--- src/sv/e321_pkg.sv ---
// shared types, constants and helper functions for the euler 3-2-1 rotation block
`default_nettype none
package e321_pkg;

    localparam int ANGLE_BITS_DEF = 16;
    localparam int DATA_BITS_DEF  = 16;

    localparam int CORDIC_STEPS = 17;
    localparam int XY_W         = 33;
    localparam int Z_W          = 22;
    localparam int COEF_W       = 16;
    localparam int FRAC_BITS    = 15;

    localparam logic signed [XY_W-1:0] CORDIC_ONE = XY_W'(652032874);
    localparam logic signed [XY_W-1:0] RND_HALF   = XY_W'(16384);
    localparam logic signed [XY_W-1:0] COEF_MAX   = XY_W'(32767);
    localparam logic signed [XY_W-1:0] COEF_MIN   = -XY_W'(32768);

    // atan(2^-i) in units of 2^-20 turn
    localparam logic signed [Z_W-1:0] ATAN_TAB [CORDIC_STEPS] = '{
        Z_W'(131072), Z_W'(77376), Z_W'(40884), Z_W'(20753), Z_W'(10417),
        Z_W'(5213), Z_W'(2607), Z_W'(1304), Z_W'(652), Z_W'(326), Z_W'(163),
        Z_W'(81), Z_W'(41), Z_W'(20), Z_W'(10), Z_W'(5), Z_W'(3)
    };

    typedef struct packed {
        logic                   neg;
        logic signed [XY_W-1:0] x;
        logic signed [XY_W-1:0] y;
        logic signed [Z_W-1:0]  z;
    } lane_t;

    // fold into the right half turn and start the rotation from the gain-compensated unit
    function automatic lane_t cordic_init(input logic [31:0] turn);
        lane_t       l;
        logic [31:0] tf;
        l.neg = turn[31] ^ turn[30];
        tf = turn ^ {l.neg, 31'b0};
        l.x = CORDIC_ONE;
        l.y = '0;
        l.z = Z_W'($signed(tf[31:12]));
        return l;
    endfunction

    function automatic logic signed [COEF_W-1:0] coef_round(
        input logic signed [XY_W-1:0] v,
        input logic                   neg
    );
        logic signed [XY_W-1:0] vn;
        logic signed [XY_W-1:0] r;
        logic signed [COEF_W-1:0] res;
        vn = neg ? -v : v;
        r = (vn + RND_HALF) >>> FRAC_BITS;
        if (r > COEF_MAX) begin
            res = COEF_W'(COEF_MAX);
        end else if (r < COEF_MIN) begin
            res = COEF_W'(COEF_MIN);
        end else begin
            res = COEF_W'(r);
        end
        return res;
    endfunction

endpackage
`default_nettype wire

--- src/sv/e321_cordic_cell.sv ---
// one cordic micro-rotation cell with its pipeline register
`default_nettype none
module e321_cordic_cell #(
    parameter int STEP = 0
) (
    input  wire                   aclk,
    input  wire                   en,
    input  wire e321_pkg::lane_t  lane_i,
    output e321_pkg::lane_t       lane_o
);

    e321_pkg::lane_t lane_reg;
    e321_pkg::lane_t lane_next;
    logic signed [e321_pkg::XY_W-1:0] xs;
    logic signed [e321_pkg::XY_W-1:0] ys;

    always_comb begin
        xs = lane_i.x >>> STEP;
        ys = lane_i.y >>> STEP;
        lane_next.neg = lane_i.neg;
        // zero residual counts as positive
        if (!lane_i.z[e321_pkg::Z_W-1]) begin
            lane_next.x = lane_i.x - ys;
            lane_next.y = lane_i.y + xs;
            lane_next.z = lane_i.z - e321_pkg::ATAN_TAB[STEP];
        end else begin
            lane_next.x = lane_i.x + ys;
            lane_next.y = lane_i.y - xs;
            lane_next.z = lane_i.z + e321_pkg::ATAN_TAB[STEP];
        end
    end

    always_ff @(posedge aclk) begin
        if (en) begin
            lane_reg <= lane_next;
        end
    end

    assign lane_o = lane_reg;

endmodule
`default_nettype wire

--- config.mk ---
export PLATFORM = sky130hd
export DESIGN_NAME = e321_cordic_cell
export DESIGN_NICKNAME = d
export VERILOG_FILES = /design/src/sv/e321_pkg.sv /design/src/sv/e321_cordic_cell.sv
export SDC_FILE = /design/constraint.sdc
export NUM_CORES = 1
export LEC_CHECK = 0
export ABC_AREA = 1
export BUFFER_PORTS_ARGS = -buffer_cell sky130_fd_sc_hd__buf_4
export CORE_MARGIN = 3
export CORE_UTILIZATION = 54
export CTS_BUF_LIST = sky130_fd_sc_hd__clkbuf_2 sky130_fd_sc_hd__clkbuf_4 sky130_fd_sc_hd__clkbuf_8
export CTS_CLUSTER_SIZE = 25
export DETAILED_ROUTE_END_ITERATION = 6
export PLACE_DENSITY = 0.8
export SYNTH_ARGS = -nofsm -noshare
export SYNTH_HDL_FRONTEND = slang
export SYNTH_SLANG_ARGS = --single-unit
export TNS_END_PERCENT = 1
--- constraint.sdc ---
create_clock -name aclk -period 1.95 [get_ports aclk]
set_input_delay 0.2925 -clock aclk [delete_from_list [all_inputs] [get_ports aclk]]
set_output_delay 0.2925 -clock aclk [all_outputs]
set_load 0.01 [all_outputs]
==> flow_summary.toml <==
[drt]
avgRoutedWirePerCell_um = 17.0
drt_iter0_markers = 1470
num_vias = 12500
vias_per_cell = 5.32
wl_um = 39900
drc = 0
ant_nets = 0
dr.pass1.iters = 7

[synth]
yosysUniqueCellTypes = 36
yosys.area.top_type = "edfxtp_1"
yosysSeqAreaShare_pct = 25.0
synthTopCellsByArea = "edfxtp_1 25%, nand2_1 23%, inv_1 12%, ha_1 12%, nand3_1 7.7%"
avgSynthCellArea_um2 = 6.17
netlist_area_um2 = 10600
synthTopCellsByCount = "636 x nand2_1, 337 x inv_1, 162 x nand3_1"
yosysWarnings = 0
synth_top_area_share_pct = 25.0
synthesis.nets = 1906
synth-seq-cells = 88
synth_edf_count = 88
ys.flop_type = "edfxtp_1"
async_reset_ff_share_pct = 0
synth.most_common_cell = "nand2_1"
synthCells = 1712

[floorplanning]
core_um2 = 19000
ioPinCount = 180
rows = 50
die_area_um2 = 21300
die_w_um = 146
chipHeight_um = 146
start_util_pct = 55.7

[cells_and_area]
largest_reg_flops = 88
insertedDiodeCount = 0
syn2layout_area_growth_pct = 35.0
final_cells = 2348
fill_cells = 1511
final_util_pct = 75.2
seq_area_um2 = 2640
nets = 2278
multi_input_area_um2 = 6660
drive_above_1_share_pct = 26.2

[placed_design]
port_buffers = 179
place_inst = 2330
dp.final_hpwl_um = 32900
globalplace.congestion = 1.03
pre_cts_slack_ns = -0.438

[sta]
min_period_over_period_pct = 99.0
period_needed_ns = 1.93
timing.final.ws_setup_ns = 0.0191
relSlewSlack_pct = 69.6
tightest_slew_ns = 0.455
fmax_mhz = 518
drv_slew = 0
hold_viol_final = 0
holdWs_ns = 0.0984
setup_viol = 0
rsz0062_at_grt = "yes"

[min_path]
worstHoldPathCells = 1
hold_class = "in -> reg"

[grt]
gr-total-overflow = 0
grtUsageTotal_pct = 36.0
antenna_found_initial = 0
grt_max_degree = 60
grt_pass1_wl_um = 61600
grt_pass1_vias = 11900

[setup_path]
required_ns = 2.07
critical_path.endpoint_type = "flip-flop"
arrival_ns = 2.05
startpoint_type = "input pin"
worst-path-max-fanout = 6
critPathKind = "in -> reg"

[clocking]
clk_pin_slew_worst_paths_ns = 0.09
htree_levels = 3
cts_sinks = 88
cts_inserted_buffers = 9
hold_buffers = 0
clockBufferDepth = 2
cts_tree = "built"
cts-root-buf = "clkbuf_8"

[power_and_ir_drop]
p_leak_nw = 8.01
ir_worst_vdd_mv = 0.292
powerDensity_nw_per_um2 = 561
total_power_mw = 8.00

[outcome]
status = "finished, final reports clean"

[job]
maxCapViolCount = 0
==> per-layer routing <==
metal,global-route usage (%),vias up,wire (µm)
li1,-,6016,-
met1,51.7,5621,16600
met2,57.0,770,17400
met3,5.51,93,4680
met4,9.26,0,1130
met5,0,-,0
==> worst max-delay path, cell delays in order <==
cell and delay, ns:
buf_4 0.11, inv_1 0.05, ha_2 0.31, buf_4 0.17, nand2_1 0.05, nand2_1 0.07, buf_4 0.13, nand2_1 0.10
nand3_1 0.13, nand2_2 0.11, nand2_2 0.11, nand2_1 0.10, nand3_1 0.08, nand3_1 0.13, nand2_1 0.08
==> cell families after synthesis <==
group                      count (synthesis)  synth area share [%]
and+or+nand+nor                          964                  38.2
buffers and inverters                    393                  15.0
AOI/OAI and AO/OA                        138                  7.13
adders and majority gates                103                  12.5
DFF                                       88                  25.0
xor gates and xnor gates                  26                  2.16
==> cells in the final DEF (no fill, tap or decap), drive strengths merged, types with 26 or more instances in the layout <==
cell type	n
nand2	656
buf	405
inv	350
nand3	163
nor2	116
ha	99
edfxtp	88
a21oi	75
o21ai	37
xor2	26
==> path summary, 6_finish.rpt <==
check                  start    endpoint
hold / removal     lane_i[5]   lane_o[5]
setup / recovery  lane_i[24]  lane_o[76]
==> stage by stage <==
step	TNS [ns]	cell area [µm²]
2_1_floorplan	0	10600
3_3_place_gp	-16.07	13700
3_5_place_dp	-18.74	13700
4_1_cts	0	13900
5_1_grt	-0.293	14300
6_report	0	14300
==> cell type report <==
cell class | instances | area share [%]
clock buffers | 9 | 0.869
clock inverters | 6 | 0.649
inverters | 349 | 9.19
multi-input cells | 1231 | 46.7
flip-flops and latches | 88 | 18.5
well taps | 260 | 2.28
repair buffers | 405 | 21.8
==> power breakdown <==
part | switching (mW) | internal [mW] | total [mW]
Combinational | 2.33 | 1.68 | 4.01
Clock | 0.763 | 0.725 | 1.49
Sequential | 0.103 | 2.40 | 2.50
==> what timing repair did <==
action,4_1_cts,5_1_grt
gates resized for setup,11,80
setup buffers,0,3
endpoints found under the setup margin,17,48
pin swaps,0,6
Note: power is estimated with default switching activity, not from simulation.
