--- config.mk ---
export PLATFORM = sky130hd
export DESIGN_NAME = e321_planar_cell
export DESIGN_NICKNAME = d
export VERILOG_FILES = /design/src/sv/e321_pkg.sv /design/src/sv/e321_planar_cell.sv
export SDC_FILE = /design/constraint.sdc
export NUM_CORES = 2
export LEC_CHECK = 0
export BUFFER_PORTS_ARGS = -buffer_cell sky130_fd_sc_hd__buf_4
export CORE_MARGIN = 10
export CORE_UTILIZATION = 40
export DETAILED_ROUTE_END_ITERATION = 8
export GPL_TIMING_DRIVEN = 0
export SLEW_MARGIN = 40
export SYNTH_ARGS = -nofsm -noshare
export SYNTH_HDL_FRONTEND = slang
export SYNTH_SLANG_ARGS = --single-unit
--- constraint.sdc ---
create_clock -name aclk -period 14.51 [get_ports aclk]
set_clock_uncertainty 0.15 [all_clocks]
set_input_delay 1.451 -clock aclk [delete_from_list [all_inputs] [get_ports aclk]]
set_output_delay 1.451 -clock aclk [all_outputs]
set_load 0.03 [all_outputs]
--- src/sv/e321_pkg.sv ---
// shared types, constants and helper functions for the euler 3-2-1 rotation block
`default_nettype none
package e321_pkg;

    localparam int ANGLE_BITS_DEF = 16;
    localparam int DATA_BITS_DEF  = 16;

    localparam int CORDIC_STEPS = 17;
    localparam int XY_W         = 33;
    localparam int Z_W          = 22;
    localparam int COEF_W       = 16;
    localparam int FRAC_BITS    = 15;

    localparam logic signed [XY_W-1:0] CORDIC_ONE = XY_W'(652032874);
    localparam logic signed [XY_W-1:0] RND_HALF   = XY_W'(16384);
    localparam logic signed [XY_W-1:0] COEF_MAX   = XY_W'(32767);
    localparam logic signed [XY_W-1:0] COEF_MIN   = -XY_W'(32768);

    // atan(2^-i) in units of 2^-20 turn
    localparam logic signed [Z_W-1:0] ATAN_TAB [CORDIC_STEPS] = '{
        Z_W'(131072), Z_W'(77376), Z_W'(40884), Z_W'(20753), Z_W'(10417),
        Z_W'(5213), Z_W'(2607), Z_W'(1304), Z_W'(652), Z_W'(326), Z_W'(163),
        Z_W'(81), Z_W'(41), Z_W'(20), Z_W'(10), Z_W'(5), Z_W'(3)
    };

    typedef struct packed {
        logic                   neg;
        logic signed [XY_W-1:0] x;
        logic signed [XY_W-1:0] y;
        logic signed [Z_W-1:0]  z;
    } lane_t;

    // fold into the right half turn and start the rotation from the gain-compensated unit
    function automatic lane_t cordic_init(input logic [31:0] turn);
        lane_t       l;
        logic [31:0] tf;
        l.neg = turn[31] ^ turn[30];
        tf = turn ^ {l.neg, 31'b0};
        l.x = CORDIC_ONE;
        l.y = '0;
        l.z = Z_W'($signed(tf[31:12]));
        return l;
    endfunction

    function automatic logic signed [COEF_W-1:0] coef_round(
        input logic signed [XY_W-1:0] v,
        input logic                   neg
    );
        logic signed [XY_W-1:0] vn;
        logic signed [XY_W-1:0] r;
        logic signed [COEF_W-1:0] res;
        vn = neg ? -v : v;
        r = (vn + RND_HALF) >>> FRAC_BITS;
        if (r > COEF_MAX) begin
            res = COEF_W'(COEF_MAX);
        end else if (r < COEF_MIN) begin
            res = COEF_W'(COEF_MIN);
        end else begin
            res = COEF_W'(r);
        end
        return res;
    endfunction

endpackage
`default_nettype wire

--- src/sv/e321_planar_cell.sv ---
// one planar rotation cell: a' = c*a + s*b, b' = c*b - s*a, rounded half up
`default_nettype none
module e321_planar_cell #(
    parameter int IW = 20
) (
    input  wire                                     aclk,
    input  wire                                     en,
    input  wire signed [IW-1:0]                     a_i,
    input  wire signed [IW-1:0]                     b_i,
    input  wire signed [e321_pkg::COEF_W-1:0]       c_i,
    input  wire signed [e321_pkg::COEF_W-1:0]       s_i,
    output logic signed [IW-1:0]                    a_o,
    output logic signed [IW-1:0]                    b_o
);

    localparam int SW = IW + e321_pkg::COEF_W + 1;

    logic signed [SW-1:0] sum_a;
    logic signed [SW-1:0] sum_b;
    logic signed [SW-1:0] rnd_a;
    logic signed [SW-1:0] rnd_b;
    logic signed [IW-1:0] a_reg;
    logic signed [IW-1:0] b_reg;
    logic signed [IW-1:0] a_next;
    logic signed [IW-1:0] b_next;

    always_comb begin
        sum_a = SW'(c_i) * SW'(a_i) + SW'(s_i) * SW'(b_i);
        sum_b = SW'(c_i) * SW'(b_i) - SW'(s_i) * SW'(a_i);
        rnd_a = (sum_a + SW'(16384)) >>> e321_pkg::FRAC_BITS;
        rnd_b = (sum_b + SW'(16384)) >>> e321_pkg::FRAC_BITS;
        a_next = IW'(rnd_a);
        b_next = IW'(rnd_b);
    end

    always_ff @(posedge aclk) begin
        if (en) begin
            a_reg <= a_next;
            b_reg <= b_next;
        end
    end

    assign a_o = a_reg;
    assign b_o = b_reg;

endmodule
`default_nettype wire

==> flow_summary.json <==
{
  "drv_slew": 0,
  "synth-seq-cells": 40,
  "yosys.area.top_type_share": 0.576,
  "tightest_slew_ps": 1030,
  "cp_top_family": "adder cells",
  "dr.pass1.iters": 6,
  "critical_path.most_common_cell": "fa_1",
  "tritoncts": "done",
  "drt-vias-per-instance": 5.22,
  "critPathMaxFanout": 10,
  "ys.flop_type": "edfxtp_1",
  "critical_path.startpoint": "s_i[0]",
  "cap_violations": 0,
  "synth_top_cell_by_area": "fa_1",
  "io_buffers": 89,
  "routed-via-count": 34997,
  "ys_async_sr_fraction": 0,
  "hold_ws_ps": 1530,
  "max_slew_margin": 0.311,
  "routed_wl_um": 176000,
  "hp-class": "primary input to flip-flop",
  "syn_to_final_growth_pct": 6.40,
  "syn_inst": 5048,
  "syn_area_um2": 47300,
  "initial_core_util": 0.402,
  "min_from": "en",
  "crit_buf_inv": 9,
  "period_share": 0.749,
  "dieArea_um2": 132000,
  "min_period_ps": 10870,
  "hold_viol_final": 0,
  "avgRoutedWirePerCell_um": 26.3,
  "worstPathArrival_ps": 10800,
  "synth-edff-count": 40,
  "overflow": 0,
  "root_buffer": "clkbuf_16",
  "drc": 0,
  "die_w_um": 364,
  "synth_nets": 6795,
  "cts.sinks": 40,
  "synth_warnings": 0,
  "synth.yosys.seq_area_share": 0.0254,
  "dp_hpwl_um": 145000,
  "grt_max_degree": 41,
  "nets": 6895,
  "netlist_top_cells_area": "fa_1 58%, inv_1 12%, ha_1 8.3%, and2_1 7.8%, nand2_1 5.0%",
  "cts_buffers": 5,
  "min_to": "b_o[6]",
  "post-route-util": 0.428,
  "slowest_delay_ps": 700,
  "gp_congestion": 1.03,
  "startpoint_type": "primary input",
  "layout_common_cells": "1521 x inv_1, 1360 x fa_1, 634 x nand2_1, 589 x and2_1, 313 x ha_1",
  "multi_input_area_um2": 39400,
  "postCtsSetupRepairBufs": 0,
  "outcome": "finished, final reports clean",
  "syn_area_per_cell_um2": 9.36,
  "critPathCaptureType": "flip-flop",
  "fill_cells": 11844,
  "crit_type": "primary input to flip-flop",
  "ys_types": 48,
  "cts_resized": 0,
  "drive_gt1_frac": 0.0509,
  "ctsHtreeMaxLevel": 2,
  "holdBufCountCts": 0,
  "hold_depth": 1,
  "antenna_found_initial": 19,
  "setup_violations": 0,
  "grt_pass1_wl_um": 257000,
  "crit_slowest_cell": "clkbuf_1",
  "grtUsageTotal": 0.274,
  "worstPathRequired_ps": 14440,
  "path_clk_slew_ps": 70,
  "fmax_ghz": 0.0920,
  "fp.dieH_um": 364,
  "ioPinCount": 114,
  "cts.path.max_buffers": 2,
  "grt_pass1_vias": 37439,
  "seqCellArea_um2": 1200,
  "antenna_left": 0,
  "rsz0062_at_grt": "no",
  "num_rows": 126,
  "coreArea_um2": 118000,
  "final_common_cell": "inv_1",
  "drt_iter0_drc": 3602,
  "tns_ps": 0
}
[stage by stage]
stage          setup slack (ps)  instance area (um^2)  std cells
2_1_floorplan              5580                 47300       5048
3_3_place_gp               2910                 49800       6673
3_5_place_dp               2990                 50100       6676
4_1_cts                    3350                 50200       6681
5_1_grt                    3200                 50200       6683
6_report                   3640                 50300       6700
[synthesized netlist by cell type (3+ instances only)]
| cell | count |
|---|---|
| and2_1 | 589 |
| and3_1 | 3 |
| and4_1 | 3 |
| a21o_1 | 18 |
| fa_1 | 1360 |
| ha_1 | 313 |
| a31oi_1 | 3 |
| a21boi_1 | 3 |
| nand4b_1 | 3 |
| nand3_1 | 5 |
| o21ai_1 | 7 |
| nand2b_1 | 18 |
| a31o_2 | 3 |
| nor2_1 | 86 |
| nor2b_1 | 5 |
| nand4_1 | 8 |
| o21bai_1 | 4 |
| o21a_1 | 6 |
| clkbuf_1 | 246 |
| a21oi_1 | 31 |
| xor2_1 | 16 |
| edfxtp_1 | 40 |
| o21ai_0 | 9 |
| inv_1 | 1521 |
| nand2_1 | 634 |
| xnor2_1 | 78 |
| nor3_1 | 10 |
[cell type report]
type,instances,share of cell area
Antenna cell,18,0.000896
Buffer,248,0.0224
Clock buffer,5,0.00249
Inverter,1521,0.114
Multi-Input combinational cell,3239,0.784
Sequential cell,40,0.0239
Tap cell,1536,0.0382
Timing Repair Buffer,93,0.0147
[how the worst max path moves through the flow]
stage	slack [ps]	end	cells after the start
after floorplan	5580	b_o[19]	27
after global placement	2910	b_o[19]	28
after detailed placement	2990	b_o[19]	28
after CTS	3350	b_o[19]	28
after global routing	3200	b_o[19]	28
final	3640	b_o[19]	28
[logic make-up (layout without fill, tap and decap cells)]
group | count (synthesis) | after routing | synth area share
buffers and inverters | 1769 | 1867 | 0.141
adders and majority gates | 1673 | 1673 | 0.659
and+or+nand+nor | 1368 | 1368 | 0.143
AOI/OAI and AO/OA | 104 | 104 | 0.0146
xor gates and xnor gates | 94 | 94 | 0.0174
DFF | 40 | 40 | 0.0254
other | 0 | 18 | 0
[flip-flops by register name, indices dropped and copies added, names as in the netlist]
signal	count
a_o	20
b_o	20
[metal layers]
metal / wire length [um] / vias to the layer above / global-route usage
met3: 20500 / 465 / 0.0809
met5: 143 / - / 0
li1: - / 14198 / -
met4: 10900 / 20 / 0.132
met1: 67000 / 18359 / 0.352
met2: 78000 / 1955 / 0.423
Power is not shown: default switching activity piles up to over one toggle a cycle in this logic, so the estimate is an artifact.
